File: config.mk
export PLATFORM = sky130hd
export DESIGN_NAME = bracket_balance_checker_top
export DESIGN_NICKNAME = d
export VERILOG_FILES = /design/src/sv/bbc_pkg.sv /design/src/sv/bracket_balance_checker_top.sv /design/src/sv/bbc_stack_mem.sv /design/src/sv/bbc_out_buf.sv
export VERILOG_INCLUDE_DIRS = /design/src /design/src/sv
export SDC_FILE = /design/constraint.sdc
export NUM_CORES = 1
export LEC_CHECK = 0
export BUFFER_PORTS_ARGS = -buffer_cell sky130_fd_sc_hd__buf_2
export CAP_MARGIN = 20
export CORE_UTILIZATION = 40
export CTS_BUF_LIST = sky130_fd_sc_hd__clkbuf_4
export DETAILED_ROUTE_END_ITERATION = 8
export SLEW_MARGIN = 40
export SYNTH_ARGS = -nofsm -noshare
export SYNTH_HDL_FRONTEND = slang
export SYNTH_SLANG_ARGS = --single-unit
File: constraint.sdc
create_clock -name clock -period 14.66 [get_ports clock]
set_input_delay 0.733 -clock clock [delete_from_list [all_inputs] [get_ports clock]]
set_output_delay 0.733 -clock clock [all_outputs]
set_load 0.03 [all_outputs]
File: src/sv/bracket_balance_checker_top_assert.svh
// ----------------------------------------------------------------------------
// bracket balance checker assertion macros
// shared property forms for the checker's concurrent assertions
// ----------------------------------------------------------------------------
`ifndef BRACKET_BALANCE_CHECKER_TOP_ASSERT_SVH
`define BRACKET_BALANCE_CHECKER_TOP_ASSERT_SVH

// same-cycle implication, off while reset is high
`define BBC_ASSERT_NOW(lbl, ante, cons, msg) \
   lbl: assert property (@(posedge clock) disable iff (reset) (ante) |-> (cons)) \
      else $error(msg);

// next-cycle implication, off while reset is high
`define BBC_ASSERT_NEXT(lbl, ante, cons, msg) \
   lbl: assert property (@(posedge clock) disable iff (reset) (ante) |=> (cons)) \
      else $error(msg);

`endif

File: src/sv/bbc_pkg.sv
// ----------------------------------------------------------------------------
// bbc_pkg
// types, character codes and error codes of the bracket balance checker
// ----------------------------------------------------------------------------
`timescale 1ns / 1ps

package bbc_pkg;

   localparam int DEFAULT_STACK_DEPTH = 128;

   localparam int CH_W  = 8;
   localparam int IDX_W = 16;
   localparam int ERR_W = 3;

   localparam logic [IDX_W-1:0] INDEX_MAX = {IDX_W{1'b1}};

   localparam logic [CH_W-1:0] CH_OPEN_SQUARE  = 8'h5B;
   localparam logic [CH_W-1:0] CH_OPEN_CURLY   = 8'h7B;
   localparam logic [CH_W-1:0] CH_OPEN_ROUND   = 8'h28;
   localparam logic [CH_W-1:0] CH_CLOSE_SQUARE = 8'h5D;
   localparam logic [CH_W-1:0] CH_CLOSE_CURLY  = 8'h7D;
   localparam logic [CH_W-1:0] CH_CLOSE_ROUND  = 8'h29;

   typedef logic [1:0] bracket_type;
   localparam bracket_type BR_SQUARE = 2'd0;
   localparam bracket_type BR_CURLY  = 2'd1;
   localparam bracket_type BR_ROUND  = 2'd2;
   localparam bracket_type BR_NONE   = 2'd3;

   typedef logic [ERR_W-1:0] err_type;
   localparam err_type ERR_NONE     = 3'd0;
   localparam err_type ERR_MISMATCH = 3'd1;
   localparam err_type ERR_EMPTY    = 3'd2;
   localparam err_type ERR_UNCLOSED = 3'd3;
   localparam err_type ERR_OVERFLOW = 3'd4;

   typedef struct packed {
      logic [IDX_W-1:0] error_position;
      err_type          error_code;
      logic             correct;
   } rsp_type;

   localparam int RSP_W  = $bits(rsp_type);
   localparam int RSP_TW = ((RSP_W + 7) / 8) * 8;

   function automatic bracket_type opener_type(input logic [CH_W-1:0] c);
      case (c)
         CH_OPEN_SQUARE: opener_type = BR_SQUARE;
         CH_OPEN_CURLY:  opener_type = BR_CURLY;
         CH_OPEN_ROUND:  opener_type = BR_ROUND;
         default:        opener_type = BR_NONE;
      endcase
   endfunction

   function automatic bracket_type closer_type(input logic [CH_W-1:0] c);
      case (c)
         CH_CLOSE_SQUARE: closer_type = BR_SQUARE;
         CH_CLOSE_CURLY:  closer_type = BR_CURLY;
         CH_CLOSE_ROUND:  closer_type = BR_ROUND;
         default:         closer_type = BR_NONE;
      endcase
   endfunction

endpackage

File: src/sv/bracket_balance_checker_top.sv
// ----------------------------------------------------------------------------
// bracket_balance_checker_top
// checks bracket balance of a character stream, one result per expression
//
//   channel   direction   fields
//   req_      in          tdata: ch ; tlast: last
//   rsp_      out         tdata: correct, error_code, error_position
//
// one character per cycle while ready; a result is registered on its last beat.
// top of stack sits in a register, the entry below it is prefetched from
// the stack memory each cycle (registered read, forwarded on a same-entry push).
// synchronous reset empties the stack at once, no clearing pass.
// req_tready drops only while both result registers are full.
// ----------------------------------------------------------------------------
`timescale 1ns / 1ps

module bracket_balance_checker_top #(
   parameter int STACK_DEPTH = bbc_pkg::DEFAULT_STACK_DEPTH
) (
   input  logic                       clock,
   input  logic                       reset,
   input  logic                       req_tvalid,
   output logic                       req_tready,
   input  logic [bbc_pkg::CH_W-1:0]   req_tdata,   // [7:0] ch
   input  logic                       req_tlast,
   output logic                       rsp_tvalid,
   input  logic                       rsp_tready,
   output logic [bbc_pkg::RSP_TW-1:0] rsp_tdata    // correct, error_code, error_position
);
   import bbc_pkg::*;

   localparam int DW = $clog2(STACK_DEPTH + 1);
   localparam int AW = $clog2(STACK_DEPTH);
   localparam logic [DW-1:0] DEPTH_FULL = DW'(STACK_DEPTH);
   localparam logic [DW-1:0] DEPTH_ONE  = DW'(1);
   localparam logic [DW-1:0] DEPTH_TWO  = DW'(2);

   logic [DW-1:0]    depth_ff, depth_in;
   err_type          err_ff, err_in;
   logic [IDX_W-1:0] idx_ff, idx_in;
   logic [IDX_W-1:0] err_pos_ff, err_pos_in;
   bracket_type      tos_ff, tos_in;
   logic             fwd_ff;
   bracket_type      fwd_data_ff;

   logic             accept;
   bracket_type      op, cl, nos, mem_rd_data;
   logic             wr_en;
   logic [DW-1:0]    depth_dec, rd_depth;
   logic [AW-1:0]    wr_addr, rd_addr;
   logic             res_valid, res_ready;
   rsp_type          res;
   rsp_type          out_data;

   assign accept    = req_tvalid && req_tready;
   assign op        = opener_type(req_tdata);
   assign cl        = closer_type(req_tdata);
   assign nos       = fwd_ff ? fwd_data_ff : mem_rd_data;
   assign depth_dec = depth_ff - DEPTH_ONE;
   assign wr_addr   = depth_dec[AW-1:0];
   assign rd_depth  = depth_in - DEPTH_TWO;
   assign rd_addr   = rd_depth[AW-1:0];

   always_comb begin
      depth_in   = depth_ff;
      err_in     = err_ff;
      idx_in     = idx_ff;
      err_pos_in = err_pos_ff;
      tos_in     = tos_ff;
      wr_en      = 1'b0;
      res        = '0;
      if (accept) begin
         if (err_ff == ERR_NONE) begin
            if (op != BR_NONE) begin
               if (depth_ff == DEPTH_FULL) begin
                  err_in     = ERR_OVERFLOW;
                  err_pos_in = idx_ff;
               end else begin
                  // old top moves into memory below the new top
                  wr_en    = (depth_ff != '0);
                  tos_in   = op;
                  depth_in = depth_ff + DEPTH_ONE;
               end
            end else if (cl != BR_NONE) begin
               if (depth_ff == '0) begin
                  err_in     = ERR_EMPTY;
                  err_pos_in = idx_ff;
               end else if (tos_ff != cl) begin
                  err_in     = ERR_MISMATCH;
                  err_pos_in = idx_ff;
               end else begin
                  tos_in   = nos;
                  depth_in = depth_dec;
               end
            end
         end
         if (idx_ff != INDEX_MAX) begin
            idx_in = idx_ff + IDX_W'(1);
         end
         if (err_in != ERR_NONE) begin
            res.error_code     = err_in;
            res.error_position = err_pos_in;
         end else if (depth_in != '0) begin
            res.error_code     = ERR_UNCLOSED;
            res.error_position = idx_in;
         end else begin
            res.correct        = 1'b1;
            res.error_code     = ERR_NONE;
            res.error_position = idx_in;
         end
         if (req_tlast) begin
            depth_in   = '0;
            err_in     = ERR_NONE;
            idx_in     = '0;
            err_pos_in = '0;
         end
      end
   end

   assign res_valid  = accept && req_tlast;
   assign req_tready = res_ready;

   always_ff @(posedge clock) begin
      if (reset) begin
         depth_ff   <= '0;
         err_ff     <= ERR_NONE;
         idx_ff     <= '0;
         err_pos_ff <= '0;
      end else begin
         depth_ff   <= depth_in;
         err_ff     <= err_in;
         idx_ff     <= idx_in;
         err_pos_ff <= err_pos_in;
      end
   end

   // same-entry write and read in one cycle: take the written value
   always_ff @(posedge clock) begin
      tos_ff      <= tos_in;
      fwd_ff      <= wr_en && (wr_addr == rd_addr);
      fwd_data_ff <= tos_ff;
   end

   bbc_stack_mem #(
      .STACK_DEPTH (STACK_DEPTH),
      .AW          (AW)
   ) u_stack_mem (
      .clock   (clock),
      .wr_en   (wr_en),
      .wr_addr (wr_addr),
      .wr_data (tos_ff),
      .rd_addr (rd_addr),
      .rd_data (mem_rd_data)
   );

   bbc_out_buf u_out_buf (
      .clock     (clock),
      .reset     (reset),
      .in_valid  (res_valid),
      .in_ready  (res_ready),
      .in_data   (res),
      .out_valid (rsp_tvalid),
      .out_ready (rsp_tready),
      .out_data  (out_data)
   );

   assign rsp_tdata = RSP_TW'(out_data);

   `include "bracket_balance_checker_top_assert.svh"

   `BBC_ASSERT_NOW(a_depth_bound, 1'b1, depth_ff <= DEPTH_FULL, "stack depth beyond capacity")
   `BBC_ASSERT_NEXT(a_last_clears, accept && req_tlast, (depth_ff == '0) && (err_ff == ERR_NONE) && (idx_ff == '0), "state not cleared after last beat")
   `BBC_ASSERT_NEXT(a_err_sticky, (err_ff != ERR_NONE) && !(accept && req_tlast), (err_ff == $past(err_ff)) && (err_pos_ff == $past(err_pos_ff)), "first error overwritten")
   `BBC_ASSERT_NOW(a_empty_ready, !rsp_tvalid, req_tready, "input stalled with empty result buffer")

endmodule

File: src/sv/bbc_stack_mem.sv
// ----------------------------------------------------------------------------
// bbc_stack_mem
// bracket stack storage: one write port, one read port, registered read data
// ----------------------------------------------------------------------------
`timescale 1ns / 1ps

module bbc_stack_mem #(
   parameter int STACK_DEPTH = 128,
   parameter int AW          = 7
) (
   input  logic                 clock,
   input  logic                 wr_en,
   input  logic [AW-1:0]        wr_addr,
   input  bbc_pkg::bracket_type wr_data,
   input  logic [AW-1:0]        rd_addr,
   output bbc_pkg::bracket_type rd_data
);
   import bbc_pkg::*;

   bracket_type stack_ff [STACK_DEPTH];
   bracket_type rd_data_ff;

   always_ff @(posedge clock) begin
      if (wr_en) begin
         stack_ff[wr_addr] <= wr_data;
      end
      rd_data_ff <= stack_ff[rd_addr];
   end

   assign rd_data = rd_data_ff;

endmodule

File: src/sv/bbc_out_buf.sv
// ----------------------------------------------------------------------------
// bbc_out_buf
// two-entry result buffer: output register plus skid register
// ----------------------------------------------------------------------------
`timescale 1ns / 1ps

module bbc_out_buf (
   input  logic             clock,
   input  logic             reset,
   input  logic             in_valid,
   output logic             in_ready,
   input  bbc_pkg::rsp_type in_data,
   output logic             out_valid,
   input  logic             out_ready,
   output bbc_pkg::rsp_type out_data
);
   import bbc_pkg::*;

   logic    main_valid_ff, main_valid_in;
   logic    skid_valid_ff, skid_valid_in;
   rsp_type main_ff, main_in;
   rsp_type skid_ff, skid_in;
   logic    push;
   logic    main_free;

   assign in_ready  = !skid_valid_ff;
   assign push      = in_valid && in_ready;
   assign main_free = !main_valid_ff || out_ready;

   always_comb begin
      main_valid_in = main_valid_ff;
      skid_valid_in = skid_valid_ff;
      main_in       = main_ff;
      skid_in       = skid_ff;
      if (main_free) begin
         if (skid_valid_ff) begin
            main_in       = skid_ff;
            main_valid_in = 1'b1;
            skid_valid_in = 1'b0;
         end else if (push) begin
            main_in       = in_data;
            main_valid_in = 1'b1;
         end else begin
            main_valid_in = 1'b0;
         end
      end else if (push) begin
         skid_in       = in_data;
         skid_valid_in = 1'b1;
      end
   end

   always_ff @(posedge clock) begin
      if (reset) begin
         main_valid_ff <= 1'b0;
         skid_valid_ff <= 1'b0;
      end else begin
         main_valid_ff <= main_valid_in;
         skid_valid_ff <= skid_valid_in;
      end
   end

   always_ff @(posedge clock) begin
      main_ff <= main_in;
      skid_ff <= skid_in;
   end

   assign out_valid = main_valid_ff;
   assign out_data  = main_ff;

endmodule
Yosys cells after proc, flatten, opt, wreduce, memory -nomap -nowiden
Memories as Yosys holds them, arrays and structs flattened. A register that Yosys moved wholly into a read port is not among the register bits. Index checks and enable logic that the tools add are counted.

Bits in latches: 0. Register bits after elaboration: 90. RAM bits: 256. Bits of input ports: 13. Memories kept: 1. Word-level logic and storage cells: 103. Memory bits (read-only): 0.

Memories: u_stack_mem.stack_ff (words 128, bits a word 2, rd ports 1, clocked after Yosys merged registers in 1, write ports 1, RTL line bbc_stack_mem.sv:20) `bracket_type stack_ff [STACK_DEPTH];`.

Reduce and logical (&&, ||, !) cells: 18. Divide/modulo/power cells: 0. Add/subtract/negate cells: 4. Eq/ne operators: 15. $lt $le $gt $ge: 0. Muxes and demuxes: 49. Shift-type cells: 0. Multipliers: 0. Bitwise operators: 1.

Operators by type and width (count): 16-bit two-way mux (9); 8-bit two-way mux (9); 20-bit two-way mux (3); 8-bit by 7-bit == test with 1-bit output, second input constant (4); 3-bit two-way mux (8); 19-bit two-way mux (1); 16-bit by 1-bit adder with 16-bit output, second input constant (1); 8-bit by 6-bit == test with 1-bit output, second input constant (2); 16-bit inequality test, second input constant (1); 8-bit nonzero test (2); 2-bit two-way mux (7); 2-bit case mux with 3 select lines (2); 1-bit two-way mux (10); 2-bit inequality test, second input constant (5); 8-bit by 1-bit adder with 8-bit output, second input constant (1); 8-bit == test, second input constant (1); 8-bit zero test (1); 8-bit by 1-bit subtractor with 8-bit output, second input constant (1); 7-bit == test (1); 7-bit by 2-bit subtractor with 7-bit output, second input constant (1); 6-bit AND reduction (1); 1-bit logical AND (4); 2-bit AND reduction (2); 2-bit nonzero test (2); 7 further kinds (8).

Logic depth before layout (Yosys ltp)
Gate-level depths: netlist of the first run.

Depth after elaboration: 15. Mapped depth: 22.

Hierarchy
A second synthesis of the first run with hierarchy kept.

Cell total of the unflattened synthesis: 1240. Area, all modules: 16079.2 um2.

By module, submodules not included: bbc_stack_mem (sequential area each 7727.4 um2, cells each 611, area each 10612.7 um2, instances 1); bracket_balance_checker_top (sequential area each 980.9 um2, cells each 558, area each 3940.0 um2, instances 1); bbc_out_buf (sequential area each 1241.2 um2, cells each 71, area each 1526.5 um2, instances 1).

Worst setup path before layout of the first run
Ideal clock, no wire load.

Kind: reg2reg. Start point: register tos_ff[1]. End point: register u_stack_mem.rd_data_ff[1] (netlist: u_stack_mem.rd_data[1]), read port of u_stack_mem.stack_ff. Path buffers: 5. Arrival time: 5.472 ns. Cell stages (with the launch flop): 18. Library setup time: 0.122 ns. Clock period less this slack: 5.594 ns. Path slack: 9.066 ns. Cells stage by stage: edfxtp_1 -> and3_4 -> o211ai_2 -> a41oi_2 -> a31oi_4 -> inv_2 -> buf_2 -> buf_2 -> buf_2 -> ha_1 -> clkbuf_1 -> inv_1 -> buf_1 -> mux4_2 -> nand2_1 -> a311oi_1 -> or3_1 -> o311a_1.

Cells in the longest elaborated chain, start to end: 10.

RTL lines: from (decl) (RTL line bracket_balance_checker_top.sv:42) `bracket_type tos_ff, tos_in;`; from (signal assigned) (RTL line bracket_balance_checker_top.sv:139) `tos_ff <= tos_in;`; 2-bit inequality test (RTL line bracket_balance_checker_top.sv:88) `end else if (tos_ff != cl) begin`; 8-bit two-way mux (RTL line bracket_balance_checker_top.sv:88); 8-bit two-way mux (RTL line bracket_balance_checker_top.sv:85) `if (depth_ff == '0) begin`; 8-bit two-way mux (RTL line bracket_balance_checker_top.sv:84) `end else if (cl != BR_NONE) begin`; 8-bit two-way mux (RTL line bracket_balance_checker_top.sv:74) `if (op != BR_NONE) begin`; 8-bit two-way mux (RTL line bracket_balance_checker_top.sv:73) `if (err_ff == ERR_NONE) begin`; 8-bit two-way mux (RTL line bracket_balance_checker_top.sv:72) `if (accept) begin`; 8-bit two-way mux (RTL line bracket_balance_checker_top.sv:111) `if (req_tlast) begin`; 8-bit two-way mux (RTL line bracket_balance_checker_top.sv:72); 7-bit by 2-bit subtractor with 7-bit output (RTL line bracket_balance_checker_top.sv:61) `assign rd_depth = depth_in - DEPTH_TWO;`; to (decl) (RTL line bbc_stack_mem.sv:21) `bracket_type rd_data_ff;`.

No other way between the ends. The select of a mux whose other input is x is not followed. A chain may end at the register's enable or synchronous reset.

Final worst setup path of the first run
Start point: register depth_ff[0]. End point: register u_stack_mem.rd_data_ff[1] (netlist: u_stack_mem.rd_data[1]), read port of u_stack_mem.stack_ff.

Cells in the longest elaborated chain, start to end: 10. Elaborated cells on any way between the ends: 14. Those cells by class: add/sub: 3; eq/ne: 1; mux: 9; reduce/logical: 1.

RTL lines: from (decl) (RTL line bracket_balance_checker_top.sv:38) `logic [DW-1:0] depth_ff, depth_in;`; from (signal assigned) (RTL line bracket_balance_checker_top.sv:130) `depth_ff <= depth_in;`; 8-bit by 1-bit subtractor with 8-bit output (RTL line bracket_balance_checker_top.sv:59) `assign depth_dec = depth_ff - DEPTH_ONE;`; 8-bit two-way mux (RTL line bracket_balance_checker_top.sv:88); 8-bit two-way mux (RTL line bracket_balance_checker_top.sv:85); 8-bit two-way mux (RTL line bracket_balance_checker_top.sv:84); 8-bit two-way mux (RTL line bracket_balance_checker_top.sv:74); 8-bit two-way mux (RTL line bracket_balance_checker_top.sv:73); 8-bit two-way mux (RTL line bracket_balance_checker_top.sv:72); 8-bit two-way mux (RTL line bracket_balance_checker_top.sv:111); 8-bit two-way mux (*) (RTL line bracket_balance_checker_top.sv:72); 7-bit by 2-bit subtractor with 7-bit output (*) (RTL line bracket_balance_checker_top.sv:61).

Mark *: on every way between the ends. The rest lies on a longest branch, timed or not. The select of a mux whose other input is x is not followed.

==> impl_results.md, run 1 <==
- WHS Endpoint: u_out_buf.skid_valid_ff
- Worst-skew pair later-pin latency: between 0.8 and 0.9 ns
- Seq/Total Area, Yosys: between 60 and 70%
- Grt total ovfl: 0
- Share of post-route cells with drive strength above 1: roughly 17%
- Setup violations, final: 0
- Number of synthesized register bits: about 350
- Cell taking the most area after synthesis: edfxtp_1
- Avg Vias per Cell: approximately 5.6
- Flop-to-flop setup slack: 9.42 ns
- Max Cap Violations: 0
- Final worst clock skew: around 0.11 ns
- Yosys top cell area share: 55.1%
- Delay-heaviest family, CP: compound AO/OA/AOI/OAI gates
- Max_slew headroom: between 40% and 50%
- Initial antenna violation count: 1
- Crit path time final: between 5 and 6 ns
- Most common flop cell mapped by yosys: edfxtp_1
- RSZ-0062 raised after global routing: false
- Post-detail-place hpwl: ~25 mm
- I/O Pins: 39
- Synth area leaders: edfxtp_1 (55%), dfxtp_1 (6.2%), mux2i_1 (5.4%)
- Crit Reg-Reg Startpoint: depth_ff[0]
- FP Rows: 73
- Hold-fix buffers, CTS: 0
- Status: finished clean
- Yosys warnings: 0
- Die width: approximately 200 µm
- Die Y: roughly 200 µm
- Clk buf depth: 3
- Syn Area/Cell: 11.6 µm²
- Clock transition at path regs: 0.07 ns
- Reg2reg path depth: 16
- Combinational share of power: between 6 and 7%
- Clock Tree Root: clkbuf_4
- Cts repair resizes: 0
- Worst EP arrival: 5.98 ns
- Cell Pwr Density: ~110 nW/µm²
- Final core occ: between 40 and 50%
- Hold Crit Depth: 4
- Layout area overhead: 10.8%
- Postcts setup bufs: 0
- Max-slew violations: 0
- Vias in the first global route: roughly 11000
- Reg-to-reg endpoint: u_stack_mem.rd_data[1]
- Core Region: 39900 µm²
- TritonCTS clock tree: done
- WL/cell: 20.3 µm
- Fill cells: about 3700
- Worst-margin pin slew: about 0.84 ns
- DRC errors left: 0
- Die area: slightly above 40000 µm²
- Net Sw Power: a little over 0.5 mW
- Tot Pwr: around 2.1 mW
- Crit Path Max Fanout: 15
- Largest stage delay, worst path: 0.60 ns
- DRT Pass-1 Iters: 7
- First-pass GRT wire length: roughly 65 mm
- Port Buffers: 34
- Initial Utilization: between 40% and 50%
- Area of the multi-input gates: slightly below 6000 µm²
- Crit end category: register
- Final Hold Viols: 0
- Syn Inst Count: about 1400
- Synthesized cell area: approximately 16000 µm²
- Crit-path cells: inv_1 -> ha_1 -> nor3b_4 -> nand4b_1 -> o21ai_2 -> o21ai_1 -> a31o_1 -> a221o_1 -> inv_1 -> ha_1 -> and4_1 -> or2_1 -> a2111oi_0 -> o31ai_1 -> a21oi_1 -> o311a_1
- Setup TNS: 0 ns
- Switching power share of the total: between 20% and 30%
- Reg power frac: roughly 52%
- Final WL: about 42 mm
- Most frequent cells in the layout: edfxtp_1 (298), nor2_1 (218), nand2_1 (195)
- Peak VDD IR: approximately 68 µV
- Commonest non-fill, non-tap cell in the layout: edfxtp_1
- Pin count of the biggest net entering global routing: 75
- CP Data Required Time: 15.39 ns
- EDFF count, synth: 298
- Register cell area after layout: ~10000 µm²
- Final net count: ~1500
- Clock power share: between 40 and 50%
- Fmax: around 190 MHz
- CTS buffer count: 94
- Clock Sinks: about 350
- Routed Antenna Nets: 0
- Critical path buffers and inverters: 2
- Leak: 6.52 nW
- Critical path's slowest cell: ha_1
- Vias post-DR: approximately 11000
- Hold Startpoint: rsp_tready
- DR iter-0 viols: 926
- All-Layer GR Usage: ~21%
- Period utilization: approximately 36%
- Int Pwr: 1.55 mW
- Worst hold-check path type: input port to register
- Startpoint types: register
- Asr flop ratio synth: 0%
- Yosys cell types: 82
- H-tree lvl count: 3
- Gpl congestion: slightly below 0.9
- CP Class: register to register
## registers in the layout, summed over array words and instances, names as in the netlist
name and cells:
u_stack_mem.stack_ff 256, u_out_buf.out_data 20, u_out_buf.skid_ff 20, err_pos_ff 16
idx_ff 16, depth_ff 8, err_ff 3, fwd_data_ff 2
tos_ff 2, u_stack_mem.rd_data 2, fwd_ff 1, u_out_buf.out_valid 1
u_out_buf.skid_valid_ff 1
## through the flow
step	hold WS (ns)	cell area [µm²]	cells	setup slack (ns)
6_report	0.362	18000	2055	9.42
5_1_grt	0.301	18000	2055	9.13
4_1_cts	0.278	18000	2054	9.47
3_5_place_dp	0.497	16800	1886	9.42
3_3_place_gp	0.489	16700	1886	9.47
2_1_floorplan	0.474	16300	1406	9.07
## kinds of logic (layout without fill, tap and decap cells)
logic type               after synthesis  after routing  synth area share, %
AO/OA/AOI/OAI                        229            229                 9.89
XOR/XNOR                              25             25                 1.39
adder cells (fa/ha/maj)                4              4                0.308
buffers and inverters                111            234                 3.40
flip-flops                           348            348                 61.2
multiplexers                         103            103                 7.37
other                                  1              5               0.0231
AND/OR/NAND/NOR                      582            582                 16.4
## area by class of cell
type | instances | area share (%)
multi-input cells | 947 | 32.4
diodes | 1 | 0.0139
inverters | 13 | 0.271
well taps | 525 | 3.65
repair buffers | 53 | 1.77
clock buffers | 132 | 5.51
flip-flops and latches | 348 | 55.3
clock inverters | 36 | 1.08
## metal layers
layer | track usage (%) | share of wire [%]
met1 | 26.2 | 42
met2 | 33.9 | 49
met3 | 4.36 | 6.4
met4 | 9.08 | 3.0
met5 | 0 | 0
## cell usage after synthesis (21+ instances only)
master,n
mux2i_1,87
a22oi_1,24
and3_1,38
nor2_1,220
a21oi_1,51
edfxtp_1,298
nand2_1,199
dfxtp_1,50
nand3_1,41
nor3_1,21
clkbuf_1,51
buf_2,24
o21ai_0,35
## worst max path at each step
stage	from	endpoint	slack, ns	cells past startpoint
after floorplan	tos_ff[1]	u_stack_mem.rd_data[1]	9.07	17
after global placement	req_tdata[7]	u_stack_mem.rd_data[0]	9.47	17
after detailed placement	depth_ff[0]	u_stack_mem.rd_data[1]	9.42	16
after CTS	depth_ff[0]	u_stack_mem.rd_data[1]	9.47	16
after global routing	depth_ff[0]	u_stack_mem.rd_data[1]	9.13	16
final	depth_ff[0]	u_stack_mem.rd_data[1]	9.42	16
## worst min-delay path: stages
cell	delay, ns
buf_2	0.09
inv_1	0.07
nand2_1	0.11
nor3_1	0.06
## power by group through the flow
stage	registers, mW	logic [mW]	clock network (mW)
after detailed placement	1.09	0.133	0
after CTS	1.07	0.134	0.871
after floorplan	1.09	0.0921	0
after global routing	1.07	0.145	0.923
final	1.07	0.134	0.849
after global placement	1.09	0.132	0
Note: power is estimated with default switching activity, not from simulation.
==> inputs of run 2 (changes only) <==
clock period = 4.7 ns   (was 14.66 ns; I/O delays follow)
==> run 2 against run 1 <==
Register-to-register slack worse by 9.1 ns. Largest cell class unchanged. Critical path type unchanged. Worst setup slack lost 9.1 ns. Highest routed layer unchanged. Non-clock buffer count grew 33. Critical path depth unchanged. Maximum frequency up 18%. Sequential share of layout area shrank 1.2 points.
==> impl_results.md, run 2 (synthesis results as in run 1) <==
- All-Layer GR Usage: 20.7% (+0.041 points)
- Int Pwr: 4.97 mW (+220%)
- Combinational share of power: 6.7% (+0.2 points)
- Initial antenna violation count: 2 (+1)
- Tot Pwr: 6.51 mW (+220%)
- Setup violations, final: 0 (unchanged)
- Largest stage delay, worst path: 0.48 ns (-0.12 ns)
- CP Class: register to register
- Period utilization: 94.2% (+58 points)
- Crit path time final: 4.43 ns (-0.817 ns)
- Area after DPL: 17000 µm² (+1.4%)
- First-pass GRT wire length: 65.4 mm (about the same)
- DRC errors left: 0 (unchanged)
- Peak VDD IR: 242 µV (+260%)
- Max FFs per register: 256 (unchanged)
- Layout area overhead: 13.1%
- Status: finished clean
- Critical path's slowest cell: or2_2
- CP Data Required Time: 5.42 ns (-9.97 ns)
- Leak: 6.73 nW (+3.2%)
- Final Hold Viols: 0 (unchanged)
- Vias in the first global route: 11500 (+0.12%)
- Setup TNS: 0 ns (unchanged)
- Die Y: 204 µm (unchanged)
- Die area: 41400 µm² (unchanged)
- Final net count: 1506 (+2.2%)
- Max_slew headroom: 42.3% (-1.0 points)
- Final WL: 42.5 mm (+1.8%)
- Avg Vias per Cell: 5.57 (+0.15%)
- Worst hold-check path type: input port to register
- Worst EP arrival: 5.15 ns (-0.83 ns)
- Routed Antenna Nets: 0 (unchanged)
- Clock Tree Root: clkbuf_4
- DR iter-0 viols: 1025 (+11%)
- Clock Sinks: 348 (unchanged)
- Max-slew violations: 0 (unchanged)
- RSZ-0062 raised after global routing: false
- Fin area: 18400 µm² (+2.1%)
- H-tree lvl count: 3 (unchanged)
- Final worst clock skew: 0.0796 ns (-0.0299 ns)
- Fmax: 226 MHz (+18%)
- Grt total ovfl: 0 (unchanged)
- Clock transition at path regs: 0.07 ns (about the same)
- Gpl congestion: 0.923 (+4.6%)
- Max Cap Violations: 0 (unchanged)
- Startpoint types: register
- Crit Path Max Fanout: 15 (unchanged)
- Initial Utilization: 40.7% (unchanged)
- Cell Pwr Density: 354 nW/µm² (+210%)
- Clock power share: 42.0% (+0.7 points)
- Worst-skew pair later-pin latency: 0.79 ns (-0.06 ns)
- CTS buffer count: 93 (-1.1%)
- Die width: 204 µm (unchanged)
- Biggest register: u_stack_mem.stack_ff
- Clk buf depth: 3 (unchanged)
- Switching power share of the total: 23.6% (-1.0 points)
- DRT Pass-1 Iters: 5 (-2)
- Crit-path cells: inv_1 -> ha_1 -> nor3b_4 -> nand2_4 -> nor3b_4 -> nand2b_1 -> o31ai_1 -> a221o_1 -> inv_1 -> ha_4 -> a31oi_4 -> or2_2 -> a311o_1 -> a311oi_1 -> o21ai_1 -> a22oi_2
- Reg power frac: 51.3% (-0.8 points)
- Net Sw Power: 1.54 mW (+200%)
- Pin count of the biggest net entering global routing: 96 (+28%)
- TritonCTS clock tree: done
- Most frequent cells in the layout: edfxtp_1 (298), nor2_1 (218), nand2_1 (197)
- Worst-margin pin slew: 0.863 ns (+0.0185 ns)
- Post-detail-place hpwl: 26.4 mm (+3.5%)
- Commonest non-fill, non-tap cell in the layout: edfxtp_1
- WL/cell: 20.3 µm (about the same)
- Vias post-DR: 11600 (+2.0%)
- Core Region: 39900 µm² (unchanged)
- Crit end category: register
- Share of post-route cells with drive strength above 1: 18.6% (+1.8 points)
- I/O Pins: 39 (unchanged)
- Port Buffers: 34 (unchanged)
- FP Rows: 73 (unchanged)
## run 2: timing repair
action | in CTS | in global routing
setup endpoints to repair | 0 | 2
endpoints found under the hold margin | 8 | 42
hold buffers | 9 | 1
buffers inserted | 0 | 0
gates resized for setup | 0 | 1
## run 2: critical path, delay by kind of cell (launching register included)
kind | cells | cell delay [ns]
buffers and inverters | 2 | 0.25
adders and majority gates | 2 | 0.52
AOI/OAI and AO/OA | 7 | 1.64
DFF | 1 | 0.38
and+or+nand+nor | 5 | 1.56
## run 2: final timing paths
path         cells past startpoint            from  slack (ns)                     end
max                             16     depth_ff[1]        0.27  u_stack_mem.rd_data[0]
min                              4       req_tlast        0.08               idx_ff[9]
max reg2reg                     16     depth_ff[1]        0.27  u_stack_mem.rd_data[0]
min reg2reg                      2  err_pos_ff[13]        0.51          err_pos_ff[13]
## run 2: metrics by stage
step | setup WS (ns) | hold slack (ns) | utilization [%] | instances
floorplan | -0.477 | 0.449 | - | 1406
global placement | 0.401 | 0.491 | 42.6 | 1909
detailed placement | 0.222 | 0.497 | 42.6 | 1909
CTS | 0.207 | 0.00442 | 46.0 | 2085
global route | 0.0288 | 0.0453 | 46.0 | 2088
finish | 0.273 | 0.0781 | 46.0 | 2092
## run 2: cell type report
class | instances | area (µm²)
Clock buffer | 149 | 1120
Sequential cell | 348 | 9950
Clock inverter | 18 | 116
Multi-Input combinational cell | 947 | 5830
Fill cell | 3741 | 21500
Antenna cell | 6 | 15.0
Inverter | 13 | 48.8
Timing Repair Buffer | 86 | 646
Tap cell | 525 | 657
## run 2: metal layers
metal	up-vias	track usage (%)	routed length (µm)
li1	5391	-	-
met1	5745	27.5	18100
met2	414	33.2	20300
met3	95	4.36	3050
met4	0	7.63	1020
met5	-	0	0
## run 2: power by group through the flow
stage / sequential (mW) / clock, mW / combinational, mW
3_3_place_gp: 3.41 / 0 / 0.421
2_1_floorplan: 3.42 / 0 / 0.297
5_1_grt: 3.34 / 2.97 / 0.471
6_report: 3.34 / 2.73 / 0.437
3_5_place_dp: 3.41 / 0 / 0.425
4_1_cts: 3.34 / 2.81 / 0.436
==> inputs of run 3 (changes only) <==
CTS_BUF_LIST = sky130_fd_sc_hd__clkbuf_16   (was sky130_fd_sc_hd__clkbuf_4)
clock period = 4 ns   (was 4.7 ns; I/O delays follow)
==> run 3 against run 2 <==
Sequential share of layout area is 0.79 points lower. Critical path type unchanged. Critical endpoint is now u_stack_mem.rd_data[1]. Via count is 2.1% lower. Clock power is 23% higher. Combinational power is 28% higher. Critical path depth is 3 lower.
==> impl_results.md, run 3 (synthesis results as in run 1) <==
- Period utilization: 95.4% (+1.2 points)
- Post-detail-place hpwl: 26.8 mm (+1.6%)
- Setup violations, final: 0 (unchanged)
- Core Region: 39900 µm² (unchanged)
- Die Y: 204 µm (unchanged)
- Tot Pwr: 7.82 mW (+20%)
- Fmax: 262 MHz (+16%)
- Global route hottest layer: met2
- Clk buf depth: 3 (unchanged)
- Met3 Track Usage GR: 2.78% (-1.6 points)
- Reg-to-reg endpoint: u_stack_mem.rd_data[1]
- Hold Crit Depth: 4 (unchanged)
- H-tree lvl count: 2 (-1)
- Initial antenna violation count: 0 (-2)
- Clock transition at path regs: 0.07 ns (about the same)
- Die area: 41400 µm² (unchanged)
- FP Rows: 73 (unchanged)
- Share of post-route cells with drive strength above 1: 15.6% (-3.0 points)
- CP Class: register to register
- DR iter-0 viols: 933 (-9.0%)
- I/O Pins: 39 (unchanged)
- Pin count of the biggest net entering global routing: 80 (-17%)
- Hold-fix buffers, CTS: 0 (-9)
- Final non-filler cell total: 2018 (-3.5%)
- Worst hold-check path type: input port to register
- Biggest register: u_stack_mem.stack_ff
- Clock Sinks: 348 (unchanged)
- Crit Path Max Fanout: 5 (-10)
- Startpoint types: register
- CP Data Required Time: 4.43 ns (-0.99 ns)
- Grt total ovfl: 0 (unchanged)
- Leak: 6.79 nW (+0.84%)
- Final WL: 42.9 mm (+0.98%)
- WHS Endpoint: u_out_buf.skid_valid_ff
- Worst-skew pair later-pin latency: 0.55 ns (-0.24 ns)
- CTS buffer count: 37 (-60%)
- Clock Tree Root: clkbuf_16
- Max Cap Violations: 0 (unchanged)
- Final core occ: 46.7% (+0.68 points)
- DRT Pass-1 Iters: 7 (+2)
- Worst-margin pin slew: 0.846 ns (-0.0163 ns)
- Worst EP arrival: 4.25 ns (-0.90 ns)
- Flop-to-flop setup slack: 0.18 ns (-0.09 ns)
- DP Cell Count: 1943 (+1.8%)
- Vias in the first global route: 11100 (-3.4%)
- Crit end category: register
- WL/cell: 21.3 µm (+4.7%)
- Crit Reg-Reg Startpoint: err_ff[2]
- Max FFs per register: 256 (unchanged)
- First-pass GRT wire length: 64.8 mm (-0.93%)
- Final Hold Viols: 0 (unchanged)
- Final net count: 1483 (-1.5%)
- Fin area: 18700 µm² (+1.5%)
- Hold Startpoint: rsp_tready
- Status: finished clean
- Most frequent cells in the layout: edfxtp_1 (298), nor2_1 (218), nand2_1 (199)
- DRC errors left: 0 (unchanged)
- Final worst clock skew: 0.0219 ns (-0.0577 ns)
- All-Layer GR Usage: 20.4% (-0.29 points)
- Max_slew headroom: 43.6% (+1.3 points)
- Max-slew violations: 0 (unchanged)
- Peak VDD IR: 326 µV (+34%)
- Met1 global-route usage: 27.1% (-0.44 points)
- Area after DPL: 17300 µm² (+1.7%)
- Layout area overhead: 14.8%
- Vias post-DR: 11400 (-2.1%)
- Die width: 204 µm (unchanged)
- Met2 Usage GRT: 34.1% (+0.95 points)
- Avg Vias per Cell: 5.65 (+1.5%)
- Routed Antenna Nets: 0 (unchanged)
- Port Buffers: 34 (unchanged)
- Initial Utilization: 40.7% (unchanged)
- Crit path time final: 3.82 ns (-0.611 ns)
- Ant. Diodes: 0 (-6)
- Gpl congestion: 0.928 (+0.51%)
- TritonCTS clock tree: done
- Cell Pwr Density: 419 nW/µm² (+18%)
- Commonest non-fill, non-tap cell in the layout: edfxtp_1
- Setup TNS: 0 ns (unchanged)
- Reg2reg path depth: 13 (-3)
run 3: timing repair:
action,in CTS,in global routing
gates resized for setup,0,19
setup endpoints to repair,0,2
buffers inserted,0,7
run 3: how the worst max path moves through the flow:
| stage | startpoint | endpoint | cells after the start | slack [ns] |
|---|---|---|---|---|
| final | err_ff[2] | u_stack_mem.rd_data[1] | 13 | 0.18 |
| after global routing | depth_ff[1] | u_stack_mem.rd_data[0] | 17 | -0.005 |
| after CTS | depth_ff[1] | u_stack_mem.rd_data[1] | 17 | 0.11 |
| after detailed placement | req_tdata[7] | u_stack_mem.rd_data[1] | 15 | 0.12 |
| after global placement | req_tdata[7] | u_stack_mem.rd_data[1] | 16 | 0.15 |
| after floorplan | tos_ff[0] | u_stack_mem.rd_data[0] | 18 | -1.18 |
run 3: area by class of cell:
| class | count | area [µm²] |
|---|---|---|
| Clock buffer | 38 | 951 |
| Clock inverter | 28 | 224 |
| Fill cell | 3650 | 21300 |
| Inverter | 13 | 51.3 |
| Multi-Input combinational cell | 947 | 5890 |
| Sequential cell | 348 | 9950 |
| Tap cell | 525 | 657 |
| Timing Repair Buffer | 119 | 931 |
run 3: metrics by stage:
| step | worst slack (ns) | hold WS (ns) |
|---|---|---|
| CTS | 0.113 | 0.00647 |
| global route | -0.00493 | 0.0378 |
| floorplan | -1.18 | 0.414 |
| finish | 0.183 | 0.0211 |
| detailed placement | 0.116 | 0.497 |
| global placement | 0.149 | 0.485 |
run 3: layer usage:
| metal | wire [µm] | vias up | part of all wire, % |
|---|---|---|---|
| li1 | - | 5289 | - |
| met1 | 18500 | 5665 | 43 |
| met2 | 20800 | 381 | 48 |
| met3 | 2530 | 69 | 5.9 |
| met4 | 1130 | 0 | 2.6 |
| met5 | 0 | - | 0 |
run 3: report_power, final:
| group | internal [mW] | total (mW) | switching, mW |
|---|---|---|---|
| sequential | 3.91 | 3.92 | 0.00934 |
| clock | 1.93 | 3.35 | 1.42 |
| combinational | 0.201 | 0.559 | 0.358 |
run 3: critical path, cell delays in order, from the launching register on:
cell	delay [ns]
dfxtp_1	0.34
or3_1	0.48
a21oi_1	0.16
nor4b_1	0.30
o21ai_2	0.14
a31oi_4	0.38
inv_4	0.13
ha_4	0.23
xnor2_4	0.32
mux4_2	0.39
a21oi_1	0.17
a21oi_1	0.07
o31a_1	0.28
o311a_1	0.32
